$ cat config.mk
export PLATFORM = sky130hd
export DESIGN_NAME = fir16_mac
export DESIGN_NICKNAME = d
export VERILOG_FILES = /design/src/rtl/fir16_pkg.sv /design/src/rtl/fir16_mac.sv
export SDC_FILE = /design/constraint.sdc
export NUM_CORES = 1
export LEC_CHECK = 0
export ABC_AREA = 1
export BUFFER_PORTS_ARGS = -buffer_cell sky130_fd_sc_hd__buf_4
export CAP_MARGIN = 20
export CORE_MARGIN = 3
export CORE_UTILIZATION = 64
export CTS_BUF_LIST = sky130_fd_sc_hd__clkbuf_8
export DETAILED_ROUTE_END_ITERATION = 8
export PLACE_DENSITY = 0.83
export SYNTH_ARGS = -nofsm -noshare
export SYNTH_HDL_FRONTEND = slang
export SYNTH_SLANG_ARGS = --single-unit
$ cat constraint.sdc
create_clock -name aclk -period 6.43 [get_ports aclk]
set_clock_uncertainty 0.1 [all_clocks]
set_input_delay 0.3215 -clock aclk [delete_from_list [all_inputs] [get_ports aclk]]
set_output_delay 0.3215 -clock aclk [all_outputs]
set_load 0.02 [all_outputs]
$ cat src/rtl/fir16_pkg.sv
`default_nettype none

package fir16_pkg;

    localparam int SAMPLE_W   = 16;
    localparam int COEF_W     = 16;
    localparam int COEF_IDX_W = 8;
    localparam int NUM_TAPS_W = 9;

    localparam logic [NUM_TAPS_W-1:0] NUM_TAPS_RESET = 9'd201;

    localparam logic REQ_SAMPLE = 1'b0;
    localparam logic REQ_COEF   = 1'b1;

    localparam logic signed [SAMPLE_W-1:0] OUT_MAX = 16'sh7FFF;
    localparam logic signed [SAMPLE_W-1:0] OUT_MIN = 16'sh8000;

    typedef struct packed {
        logic                         req_type;
        logic signed [SAMPLE_W-1:0]   sample_in;
        logic        [COEF_IDX_W-1:0] coef_index;
        logic signed [COEF_W-1:0]     coef_value;
    } s_req_t;

    typedef struct packed {
        logic signed [SAMPLE_W-1:0] sample_out;
        logic                       saturated;
    } m_res_t;

    // load: shift a new sample into the line; rotate: turn both rings one cell
    typedef struct packed {
        logic load;
        logic rotate;
    } cell_ctrl_t;

    typedef struct packed {
        logic clear;
        logic en;
    } mac_ctrl_t;

endpackage

`default_nettype wire

$ cat src/rtl/fir16_mac.sv
`default_nettype none

module fir16_mac
    import fir16_pkg::*;
#(
    parameter int ACC_W = 40
) (
    input  wire logic                       aclk,
    input  wire logic                       aresetn,
    input  wire mac_ctrl_t                  ctrl,
    input  wire logic signed [SAMPLE_W-1:0] sample,
    input  wire logic signed [COEF_W-1:0]   coef,
    output logic signed [ACC_W-1:0]         acc
);

    localparam int PROD_W = SAMPLE_W + COEF_W;

    logic signed [PROD_W-1:0] prod_reg;
    logic                     prod_vld_reg;
    logic signed [ACC_W-1:0]  acc_reg;

    always_ff @(posedge aclk) begin
        if (!aresetn) begin
            prod_vld_reg <= 1'b0;
        end else begin
            prod_vld_reg <= ctrl.en;
        end
    end

    always_ff @(posedge aclk) begin
        prod_reg <= PROD_W'(sample * coef);
        if (ctrl.clear) begin
            acc_reg <= '0;
        end else if (prod_vld_reg) begin
            acc_reg <= acc_reg + ACC_W'(prod_reg);
        end
    end

    assign acc = acc_reg;

endmodule

`default_nettype wire

# After elaboration in Yosys (flattened, before gate mapping)
# Index checks and enable logic that the tools add are counted.
# Widths: inputs -> output; s select.
[word_totals]
register_bits = 73
input_bits = 36
wordCells = 5
[op_classes]
addsub = 1
n_mul = 1
[op_table]
columns = ["operator", "n"]
rows = [
  ["$add 40x32->40", 1],
  ["$mul 16x16->32", 1],
]

# Logic depth before layout (Yosys ltp)
[depth]
depth_word = 1
depth_mapped = 25
ltp_nobuf = 23

# Worst setup path after synthesis
# OpenSTA, ideal clock, no wires.
[synth_timing]
path_type = "in2reg"
startpoint = "input port coef[3]"
endpoint = "register prod_reg[31]"
arrival_ns = 5.425
required_time_ns = 6.217
slack_ns = 0.792
cell_stages = 21
path_cell_list = "clkbuf_1 clkbuf_1 nand2_1 inv_1 fa_1 fa_1 inv_1 fa_1 fa_1 fa_1 fa_1 inv_1 ha_1 nand2_1 nor2_1 nand2_1 or2_2 nand2_1 a21oi_1 nand2b_1 nand2_1"
[synth_between]
elab_chain_cells = 1
[synth_lines]
columns = ["element", "line", "text"]
rows = [
  ["start, declared", "fir16_mac.sv:12", "input wire logic signed [COEF_W-1:0] coef,"],
  ["$mul 16x16->32", "fir16_mac.sv:31", "prod_reg <= PROD_W'(sample * coef);"],
  ["end signal, assigned", "fir16_mac.sv:31", ""],
  ["end, declared", "fir16_mac.sv:18", "logic signed [PROD_W-1:0] prod_reg;"],
]
# Every way passes these cells.
# A chain may end at the register's enable or synchronous reset.

# Worst setup path in the final report
[layout_timing]
startpoint = "input port coef[1]"
endpoint = "register prod_reg[27]"
# Same word-level chain as after synthesis.

==> flow_metrics.env <==
export IMPL_dp_cells=2495
export IMPL_whs_path_depth=3
export IMPL_dpl_hpwl_mm=33.7
export IMPL_drc=0
export IMPL_finalHoldViolations=0
export IMPL_drt_total_wl_mm=39.1
export IMPL_gp_congestion=0.983
export IMPL_largest_register_ffs=40
export IMPL_syn_avg_cell_area_sq_um=7.12
export IMPL_htree_levels=3
export IMPL_worst_slack_ns=0.690
export IMPL_synth_edf_count=0
export IMPL_end_kind="flip-flop"
export IMPL_drt_iter0_drc=1099
export IMPL_hold_class="in2reg"
export IMPL_synthTopCellsByArea="fa_1 34%, inv_1 14%, nand2_1 13%"
export IMPL_fp_dieW_um=161
export IMPL_relSlewSlack=0.544
export IMPL_coreArea_sq_um=23600
export IMPL_vias=13400
export IMPL_wl_per_cell_um=15.6
export IMPL_insertedDiodeCount=0
export IMPL_areaGrowthSynthToFinish_pct=5.66
export IMPL_grt_use_total=0.313
export IMPL_die_area_sq_um=26100
export IMPL_start_util=0.655
export IMPL_syn_area_sq_um=15500
export IMPL_yosysMostFrequentCell="inv_1"
export IMPL_cp_arrival_ns=5.94
export IMPL_grt_max_degree=65
export IMPL_yosysTopAreaCell="fa_1"
export IMPL_worst_pin_slew_ns=0.684
export IMPL_synthesis_nets=2590
export IMPL_critPathLaunchType="primary input"
export IMPL_synthArstFlopShare=0
export IMPL_holdPathEnd="prod_vld_reg"
export IMPL_layout_cells_non_filler=2511
export IMPL_grt_pass1_wl_mm=66.3
export IMPL_hold_buffers=0
export IMPL_grt_overflow_total=0
export IMPL_cap_violations=0
export IMPL_worstSetupPathType="in2reg"
export IMPL_muxShareOfSynthArea=0
export IMPL_antenna_left=0
export IMPL_utilization=0.692
export IMPL_critPathMaxStageDelay_ns=0.86
export IMPL_synth_fa_ha_area_frac=0.439
export IMPL_rsz0062_at_grt="no"
export IMPL_rows=56
export IMPL_ys_types=40
export IMPL_fmax_ghz=0.174
export IMPL_via_per_inst=5.35
export IMPL_synth_top_family_by_area="adder cells"
export IMPL_finalSetupTns_ns=0
export IMPL_critPathMostFrequentCell="fa_1"
export IMPL_antenna_found_initial=0
export IMPL_drt_pass1_iterations=5
export IMPL_syn_instance_count=2170
export IMPL_grt_pass1_vias=13900
export IMPL_setup_viol=0
export IMPL_crit_buf_inv=4
export IMPL_clockRootBuffer="clkbuf_8"
export IMPL_yosys_warnings=0
export IMPL_r2r_end="acc[26]"
export IMPL_cts_inserted_buffers=9
export IMPL_reg2reg_from="acc[0]"
export IMPL_ys_ff_latch=73
export IMPL_critPathRequiredTime_ns=6.63
export IMPL_maxSlewViolCount=0
export IMPL_cts_setup_buffers=0
export IMPL_finalCriticalPeriod_ns=5.74
export IMPL_cts_tree="yes"
export IMPL_crit_family="adder cells"
export IMPL_synthTopCellsByCount="572 x inv_1, 551 x nand2_1, 263 x fa_1, 194 x nor2_1, 121 x ha_1"
export IMPL_io_pin_count=76
export IMPL_clk_latency_ns=0.38
export IMPL_cp_cell_sequence="buf_4, nand2_1, inv_1, fa_1, fa_1, fa_1, fa_1, fa_1, inv_1, fa_1, inv_1, ha_1, nand2_1, nor3_1, nand4_1, nand3_1, nand2_1, nand2_1, xor2_1"
export IMPL_cp_slowest_cell="fa_1"
export IMPL_synth_top_area_share=0.341
export IMPL_clk_path_buf_depth=2
export IMPL_run_status="finished clean"
export IMPL_critPathMaxFanout=16
export IMPL_layout_drive_gt1_share=0.0566
export IMPL_fin_crit_sh=0.893
export IMPL_synth_xor_area_frac=0.0295
export IMPL_clock_sinks=73
export IMPL_fin_nets=2607
export IMPL_reg2regPathDepth=15
export IMPL_rrSetupSlack_ns=3.77
export IMPL_hold_path_startpoint="ctrl[0]"
export IMPL_clkTransAtPathRegs_ns=0.09
export IMPL_yosysSeqAreaShare=0.0946
export IMPL_synth_compound_area_frac=0.0595
export IMPL_port_buffers=75
export IMPL_ys_flop_type="dfxtp_1"
export IMPL_cts_resized=0
export IMPL_die_h_um=161
export IMPL_yosys_area_share_simple=0.220
export IMPL_pre_cts_slack_ns=0.329
## layer usage
metal	track usage	part of all wire	up-vias	wire (um)
met5	0	0	-	0
met4	0.0892	0.028	0	1080
met3	0.0380	0.069	94	2720
met2	0.536	0.48	520	18900
met1	0.423	0.42	6457	16500
li1	-	-	6357	-
## area by class of cell
class	instances	area (sq um)
multi-input combinational	1453	11600
tap	319	399
sequential	73	1460
timing repair buffer	77	578
clock buffer	9	124
inverter	573	2150
clock inverter	7	58.8
fill	2051	7280
## worst max path at each step
stage	slack, ns	depth (start not counted)	startpoint	to
6_report	0.69	19	coef[1]	prod_reg[27]
5_1_grt	0.46	19	coef[1]	prod_reg[27]
3_5_place_dp	0.33	19	coef[1]	prod_reg[27]
3_3_place_gp	0.40	19	coef[1]	prod_reg[27]
2_1_floorplan	0.79	21	coef[3]	prod_reg[31]
4_1_cts	0.70	19	coef[1]	prod_reg[27]
## worst min-delay path: stages
cell and delay, ns:
buf_4 0.07, nand2_1 0.04, inv_1 0.04
## stage by stage
step	cell area (sq um)	hold WS (ns)
after floorplan	15500	0.315
after global placement	16100	0.371
after detailed placement	16100	0.398
after CTS	16300	0.0166
after global routing	16300	0.0480
final	16300	0.0255
## cell usage in the layout, fill, tap and decap left out, drive strengths merged, types with 3 or more instances in the layout
cell | netlist | routed
a21o | 5 | 5
a21oi | 77 | 77
a31oi | 3 | 3
buf | 3 | 77
clkbuf | 68 | 9
dfxtp | 73 | 73
fa | 263 | 263
ha | 121 | 121
inv | 573 | 577
nand2 | 559 | 559
nand3 | 53 | 53
nand4 | 21 | 21
nor2 | 199 | 199
nor3 | 8 | 8
nor4 | 3 | 3
o21ai | 64 | 64
o21bai | 9 | 9
or2 | 6 | 6
xnor2 | 17 | 17
xor2 | 35 | 35
## cells by family after synthesis
family | count (synthesis)
compound gates | 166
xor+xnor | 52
fa+ha+maj | 384
simple gates | 851
buf+inv | 644
flops | 73
Power is not shown: default switching activity piles up to over one toggle a cycle in this logic, so the estimate is an artifact.
