$ cat config.mk
export PLATFORM = sky130hd
export DESIGN_NAME = fir16_cell
export DESIGN_NICKNAME = d
export VERILOG_FILES = /design/src/rtl/fir16_pkg.sv /design/src/rtl/fir16_cell.sv
export SDC_FILE = /design/constraint.sdc
export NUM_CORES = 1
export LEC_CHECK = 0
export BUFFER_PORTS_ARGS = -buffer_cell sky130_fd_sc_hd__buf_2
export CAP_MARGIN = 30
export CORE_MARGIN = 10
export CORE_UTILIZATION = 45
export DETAILED_ROUTE_END_ITERATION = 6
export HOLD_SLACK_MARGIN = 0.06
export PLACE_DENSITY_LB_ADDON = 0.3
export SYNTH_ARGS = -nofsm -noshare
export SYNTH_HDL_FRONTEND = slang
export SYNTH_SLANG_ARGS = --single-unit
$ cat constraint.sdc
create_clock -name aclk -period 1.59 [get_ports aclk]
set_input_delay 0 -clock aclk [delete_from_list [all_inputs] [get_ports aclk]]
set_output_delay 0 -clock aclk [all_outputs]
set_load 0.02 [all_outputs]
$ cat src/rtl/fir16_pkg.sv
`default_nettype none

package fir16_pkg;

    localparam int SAMPLE_W   = 16;
    localparam int COEF_W     = 16;
    localparam int COEF_IDX_W = 8;
    localparam int NUM_TAPS_W = 9;

    localparam logic [NUM_TAPS_W-1:0] NUM_TAPS_RESET = 9'd201;

    localparam logic REQ_SAMPLE = 1'b0;
    localparam logic REQ_COEF   = 1'b1;

    localparam logic signed [SAMPLE_W-1:0] OUT_MAX = 16'sh7FFF;
    localparam logic signed [SAMPLE_W-1:0] OUT_MIN = 16'sh8000;

    typedef struct packed {
        logic                         req_type;
        logic signed [SAMPLE_W-1:0]   sample_in;
        logic        [COEF_IDX_W-1:0] coef_index;
        logic signed [COEF_W-1:0]     coef_value;
    } s_req_t;

    typedef struct packed {
        logic signed [SAMPLE_W-1:0] sample_out;
        logic                       saturated;
    } m_res_t;

    // load: shift a new sample into the line; rotate: turn both rings one cell
    typedef struct packed {
        logic load;
        logic rotate;
    } cell_ctrl_t;

    typedef struct packed {
        logic clear;
        logic en;
    } mac_ctrl_t;

endpackage

`default_nettype wire

$ cat src/rtl/fir16_cell.sv
`default_nettype none

module fir16_cell
    import fir16_pkg::*;
(
    input  wire logic                       aclk,
    input  wire logic                       aresetn,
    input  wire cell_ctrl_t                 ctrl,
    input  wire logic                       coef_we,
    input  wire logic signed [COEF_W-1:0]   coef_wdata,
    input  wire logic signed [SAMPLE_W-1:0] load_sample,
    input  wire logic signed [SAMPLE_W-1:0] rot_sample,
    input  wire logic signed [COEF_W-1:0]   rot_coef,
    output logic signed [SAMPLE_W-1:0]      sample_q,
    output logic signed [COEF_W-1:0]        coef_q
);

    logic signed [SAMPLE_W-1:0] sample_reg;
    logic signed [COEF_W-1:0]   coef_reg;

    always_ff @(posedge aclk) begin
        if (!aresetn) begin
            sample_reg <= '0;
        end else if (ctrl.load) begin
            sample_reg <= load_sample;
        end else if (ctrl.rotate) begin
            sample_reg <= rot_sample;
        end
    end

    always_ff @(posedge aclk) begin
        if (ctrl.rotate) begin
            coef_reg <= rot_coef;
        end else if (coef_we) begin
            coef_reg <= coef_wdata;
        end
    end

    assign sample_q = sample_reg;
    assign coef_q   = coef_reg;

endmodule

`default_nettype wire

== Word level (Yosys, flattened, before mapping) ==
Index checks and enable logic that the tools add are counted.
W data, S select, Z words.

* Muxes and demuxes: 4
* Reduce and logical (&&, ||, !) cells: 2

{| class="wikitable"
|+ Operator list
! cell !! count
|-
| $mux W16 || 4
|-
| $reduce_bool A2 Y1 || 2
|}

* Register bits: 32
* Bits of input ports: 69
* Output and inout port bits: 32
* Logic and storage cells: 8

== Longest topological paths before layout ==
Gate-level depths: netlist (run 1).

* Depth in word-level cells: 2
* Depth in mapped cells: 4
* Gate-level depth less buffers: 2

== Worst setup path after synthesis (run 1) ==
OpenSTA, ideal clock, no wires.

* Path type: input to register
* From: in ctrl[0] (netlist bit)
* To: reg coef_reg[0], in the netlist coef_q[0] (enable)
* Library setup time: 0.291 ns
* Data arrival time: 0.804 ns
* Setup slack: 0.495 ns
* Cell stages on the path: 4
* Buffers on the path: 3
* Path through: buf_6 -> buf_6 -> buf_6 -> or2_2

* Word-level cells in the longest chain between the ends: 1

{| class="wikitable"
|+ Ends and longest elaborated chain
! item !! line !! text
|-
| start, declared || fir16_cell.sv:8 || <nowiki>input wire cell_ctrl_t ctrl,</nowiki>
|-
| $reduce_bool A2 Y1 (no source line) || n/a ||
|-
| end signal, assigned || fir16_cell.sv:33 || <nowiki>coef_reg <= rot_coef;</nowiki>
|-
| end signal, assigned || fir16_cell.sv:35 || <nowiki>coef_reg <= coef_wdata;</nowiki>
|-
| end, declared || fir16_cell.sv:19 || <nowiki>logic signed [COEF_W-1:0] coef_reg;</nowiki>
|}

Every way passes these cells.
A chain may end at the register's enable or synchronous reset.

== Worst setup path after layout (run 1) ==
* From: in ctrl[0] (netlist bit)
* To: reg sample_reg[13], in the netlist sample_q[13]

* Word-level cells in the longest chain between the ends: 1

{| class="wikitable"
|+ Ends and longest elaborated chain
! item !! line !! text
|-
| $reduce_bool A2 Y1 (no source line) || n/a ||
|-
| end signal, assigned || fir16_cell.sv:25 || <nowiki>sample_reg <= load_sample;</nowiki>
|-
| end signal, assigned || fir16_cell.sv:27 || <nowiki>sample_reg <= rot_sample;</nowiki>
|-
| end, declared || fir16_cell.sv:18 || <nowiki>logic signed [SAMPLE_W-1:0] sample_reg;</nowiki>
|}

Every way passes these cells.

==> results of run 1 <==
cells in the mapped netlist (all sizes together):
library cell  count
buf               6
clkbuf            3
dfxtp            16
edfxtp           16
mux2             32
nand2b           16
o211a            16
or2               1
routing by layer:
| layer | vias up | GRT usage [%] | part of all wire, % |
|---|---|---|---|
| met4 | 0 | 4.30 | 0.66 |
| met5 | - | 0 | 0 |
| met1 | 688 | 16.6 | 37 |
| li1 | 717 | - | - |
| met2 | 72 | 31.3 | 52 |
| met3 | 6 | 8.54 | 11 |
kinds of logic (layout without fill, tap and decap cells):
logic type / Yosys count / in the layout / synth area share (%)
buffers and inverters: 9 / 173 / 4.85
AO/OA/AOI/OAI: 16 / 16 / 10.3
multiplexers: 32 / 32 / 26.2
AND/OR/NAND/NOR: 17 / 17 / 6.87
flip-flops: 32 / 32 / 51.7
power by group:
group	leakage (nW)	switching, W	internal, W
registers	0.296	0.0000296	0.000949
clock network	0.0422	0.000282	0.000330
logic	1.09	0.000257	0.000345
stage by stage:
| stage | instance area [sq um] | power [W] |
|---|---|---|
| 6_report | 2770 | 0.00219 |
| 5_1_grt | 2770 | 0.00230 |
| 4_1_cts | 2770 | 0.00219 |
| 3_5_place_dp | 2050 | 0.00144 |
| 3_3_place_gp | 2050 | 0.00142 |
| 2_1_floorplan | 1550 | 0.00127 |
layout make-up:
class | instances | area (sq um) | area share (%)
repair buffers | 165 | 1160 | 42.0
well taps | 46 | 57.6 | 2.08
multi-input cells | 65 | 672 | 24.3
flip-flops and latches | 32 | 801 | 28.9
clock buffers | 6 | 41.3 | 1.49
clock inverters | 2 | 35.0 | 1.27
critical path: stages:
cell and delay [ns]:
buf_2 0.35, buf_12 0.23, mux2_2 0.36, o211a_1 0.21
dlygate4sd3_1 0.55
how the worst max path moves through the flow:
stage	slack, ns	startpoint	end	cells after the start
after CTS	0.12	ctrl[0]	sample_q[11]	5
after floorplan	0.49	ctrl[0]	coef_q[0]	4
after global routing	0.06	ctrl[0]	sample_q[13]	5
final	0.12	ctrl[0]	sample_q[13]	5
after detailed placement	0.31	ctrl[0]	sample_q[11]	4
after global placement	0.36	ctrl[0]	sample_q[11]	4
sequential cells by signal, indices dropped and copies added (netlist names):
signal	count
coef_q	16
sample_q	16
==> results.yml, run 1 <==
status:
  status: "completed"
setup_path:
  worstPathRequired_ns: 1.82
  end_kind: "flop"
  crit_arrival_ns: 1.70
  crit_fanout: 18
  reg2reg_slack_ns: 0.12
  r2r_start: "sample_q[4]"
  rr_endpoint: "sample_q[4]"
  worstSetupStartpointType: "input port"
  ff2ff_path_depth: 3
  critPathKind: "in2reg"
placement:
  dp_slack_ns: 0.309
  port_buffers: 100
  place_congestion: 0.730
  dp_hpwl_um: 3350
  dpl.cell_count: 244
pwr:
  p_per_area_mw_per_mm2: 792
  leakage_nw: 1.43
  irDropWorstVdd_mv: 0.568
sta:
  fin_skew_ns: 0
  fin_ws_ns: 0.118
  slew_violations: 0
  tightest_slew_ns: 0.565
  setup_viol: 0
  fin_crit_sh_pct: 92.6
  finalCriticalPeriod_ns: 1.47
  fmax_mhz: 679
  fin_tns_setup_ns: 0
  slew_headroom_pct: 62.3
  hold_viol_final: 0
  rsz0062_at_grt: "false"
  holdWs_ns: 0.267
clock_tree:
  postCtsSetupBuffers: 0
  ctsHoldBuffers: 64
  clkLatencyLatePin_ns: 0.33
  cts_max_path_buffers: 2
  clk_pin_slew_ns: 0.10
  clockRootBuffer: "clkbuf_4"
  cts.sinks: 32
  cts_max_level: 2
  cts_buffers: 5
  cts_tree: "built"
  cts_resized: 0
worst_hold_path:
  hp-class: "in2reg"
  worstHoldStart: "coef_we"
  whs_path_depth: 2
  min_delay_worst_endpoint: "coef_q[9]"
global_route:
  grt_pass1_wl_um: 8510
  antenna_found_initial: 0
  gr-usage-all-layers_pct: 17.1
  grt.overflow.total: 0
  grt_max_degree: 33
  grt_pass1_vias: 1742
synthesis:
  ys_ff_latch: 32
  yosys-top-cells-area: "edfxtp_1, dfxtp_1, mux2_2"
  yosysWarnings: 0
  ys_seq_area_share_pct: 51.7
  synth_top_area_share_pct: 31.0
  synth_area_sq_mm: 0.00155
  syn_nets: 175
  synth_area_leader_cell: "edfxtp_1"
  avgSynthCellArea_sq_um: 14.6
  synth.distinct_cells: 11
  synth_cells: 106
final_layout:
  final_common_cell: "buf_2"
  finalNonFillerCells: 316
  syn2layout_area_growth_pct: 78.8
  final_util_pct: 82.9
  fillers: 199
  nets: 338
  antenna_cells: 0
  drive_gt1_share_pct: 52.2
  layout_common_cells: "buf_2, dlygate4sd3_1, mux2_2"
die:
  num_io_pins: 101
  initial_core_util_pct: 46.4
  die_height_um: 78.6
  die_w_um: 78.6
  core_area_sq_mm: 0.00334
  rows: 21
  dieArea_sq_mm: 0.00619
drt:
  drt_iter0_markers: 31
  totalWireLength_um: 5330
  avgRoutedWirePerCell_um: 16.9
  via_per_inst: 4.69
  antenna_left: 0
  drcViolationCount: 0
  vias: 1483
  first_pass_iters: 2
run:
  max_cap_viol_count: 0
Power figures use the tool's default switching activity.
==> inputs of run 2 (changes only) <==
Settings changed: CORE_UTILIZATION 45 to 42, CTS_CLUSTER_SIZE from default to 28.
Clock period 1.59 ns to 1.64 ns, I/O delays scaled along.
==> run 2 against run 1 <==
- sequential cell count stayed put
- first-iteration DRC count up 94%
- critical path type unchanged
- sequential power fell by 3.4%
- die area grew 5.3%
- register-to-register slack gained 0.62 ns
- count of clock-buffer cells in the layout increased by 2
- power is 4.3% lower
- combinational power down 10%
- clock skew stayed put
- final cell count down 4.7%
==> results.yml, run 2 (synthesis results as in run 1) <==
pwr:
  seqPwrFrac_pct: 45.1
  internal_power_w: 0.00156
  power.net_switching_w: 0.000534
  power.total_w: 0.00210
  clockPowerShare_pct: 29.2
  leakage_nw: 1.35
  p_per_area_mw_per_mm2: 798
  irDropWorstVdd_mv: 0.521
  power_switching_share_pct: 25.4
  comb_power_share_pct: 25.7
final_layout:
  final_common_cell: "buf_2"
  syn2layout_area_growth_pct: 69.8
  final_util_pct: 76.4
  drive_gt1_share_pct: 55.3
  nets: 323
  finalNonFillerCells: 301
  layout_common_cells: "buf_2, dlygate4sd3_1, mux2_2"
  antenna_cells: 0
clock_tree:
  cts_max_path_buffers: 2
  ctsHoldBuffers: 48
  cts_buffers: 5
  cts_resized: 0
  cts_max_level: 2
  clkLatencyLatePin_ns: 0.28
  cts.sinks: 32
  clk_pin_slew_ns: 0.06
  clockRootBuffer: "clkbuf_8"
  cts_tree: "built"
  postCtsSetupBuffers: 0
sta:
  fin_crit_sh_pct: 88.7
  hold_viol_final: 0
  slew_violations: 0
  tightest_slew_ns: 0.521
  slew_headroom_pct: 65.3
  rsz0062_at_grt: "false"
  fmax_mhz: 688
  fin_tns_setup_ns: 0
  finalCriticalPeriod_ns: 1.45
  fin_skew_ns: 0
  setup_viol: 0
global_route:
  antenna_found_initial: 0
  met1_usage_pct: 14.3
  met2_usage_pct: 27.9
  grt_busiest_layer: "met2"
  grt_pass1_vias: 1622
  use_met3_pct: 9.02
  grt_max_degree: 33
  gr-usage-all-layers_pct: 15.4
  grt.overflow.total: 0
  grt_pass1_wl_um: 7810
drt:
  avgRoutedWirePerCell_um: 16.2
  drcViolationCount: 0
  vias: 1404
  via_per_inst: 4.66
  antenna_left: 0
  first_pass_iters: 4
  totalWireLength_um: 4890
  drt_iter0_markers: 60
die:
  num_io_pins: 101
  die_height_um: 80.7
  core_area_sq_mm: 0.00344
  dieArea_sq_mm: 0.00651
  initial_core_util_pct: 45.0
  die_w_um: 80.7
  rows: 21
run:
  max_cap_viol_count: 0
setup_path:
  worstPathRequired_ns: 1.67
  critPathKind: "in2reg"
  end_kind: "flop"
  crit_arrival_ns: 1.48
  crit_fanout: 1
  worstSetupStartpointType: "input port"
status:
  status: "completed"
placement:
  dpl.cell_count: 245
  place_congestion: 0.766
  port_buffers: 100
  dp_hpwl_um: 3410
worst_hold_path:
  hp-class: "in2reg"
==> run 2: changes by cell type in the layout (fill, tap and decap cells not counted) <==
cell,before,now
dlygate4sd3_1,64,48
clkbuf_1,1,2
buf_4,0,1
clkbuf_8,0,6
bufinv_16,1,0
clkbuf_4,5,0
clkinv_2,1,0
==> run 2: path summary, 6_finish.rpt <==
path | startpoint | to | slack, ns | cells after the start
worst max register to register | sample_q[7] | sample_q[7] | 0.74 | 2
worst min register to register | sample_q[11] | sample_q[11] | 0.60 | 2
worst max-delay path | coef_wdata[3] | coef_q[3] | 0.19 | 4
worst min-delay path | rot_sample[5] | sample_q[5] | 0.07 | 3
==> run 2: per-stage QoR <==
stage,cell area [sq um],hold WS [ns],setup WS (ns)
3_5_place_dp,2060,0.307,0.529
5_1_grt,2630,0.0710,0.142
6_report,2630,0.0719,0.186
3_3_place_gp,2060,0.303,0.567
2_1_floorplan,1550,0.194,0.545
4_1_cts,2630,0.0605,0.222
==> run 2: cell type report <==
class,count,area (sq um)
well taps,46,57.6
multi-input cells,65,672
fillers,222,813
flip-flops and latches,32,801
repair buffers,150,1010
clock buffers,8,90.1
==> run 2: critical path, stage by stage <==
cell and delay, ns:
dlygate4sd3_1 0.53, buf_2 0.12, mux2_2 0.26, dlygate4sd3_1 0.56
==> run 2: power by group through the flow <==
| stage | Sequential [W] | Clock, W | Combinational [W] |
|---|---|---|---|
| global route | 0.000951 | 0.000665 | 0.000584 |
| floorplan | 0.00106 | 0 | 0.000170 |
| CTS | 0.000947 | 0.000631 | 0.000539 |
| detailed placement | 0.000964 | 0 | 0.000436 |
| finish | 0.000946 | 0.000613 | 0.000539 |
| global placement | 0.000958 | 0 | 0.000423 |
==> run 2: metal layers <==
layer | vias to the layer above | wire length, um
met5 | - | 0
met2 | 68 | 2480
met4 | 0 | 48
li1 | 688 | -
met1 | 643 | 1710
met3 | 5 | 650
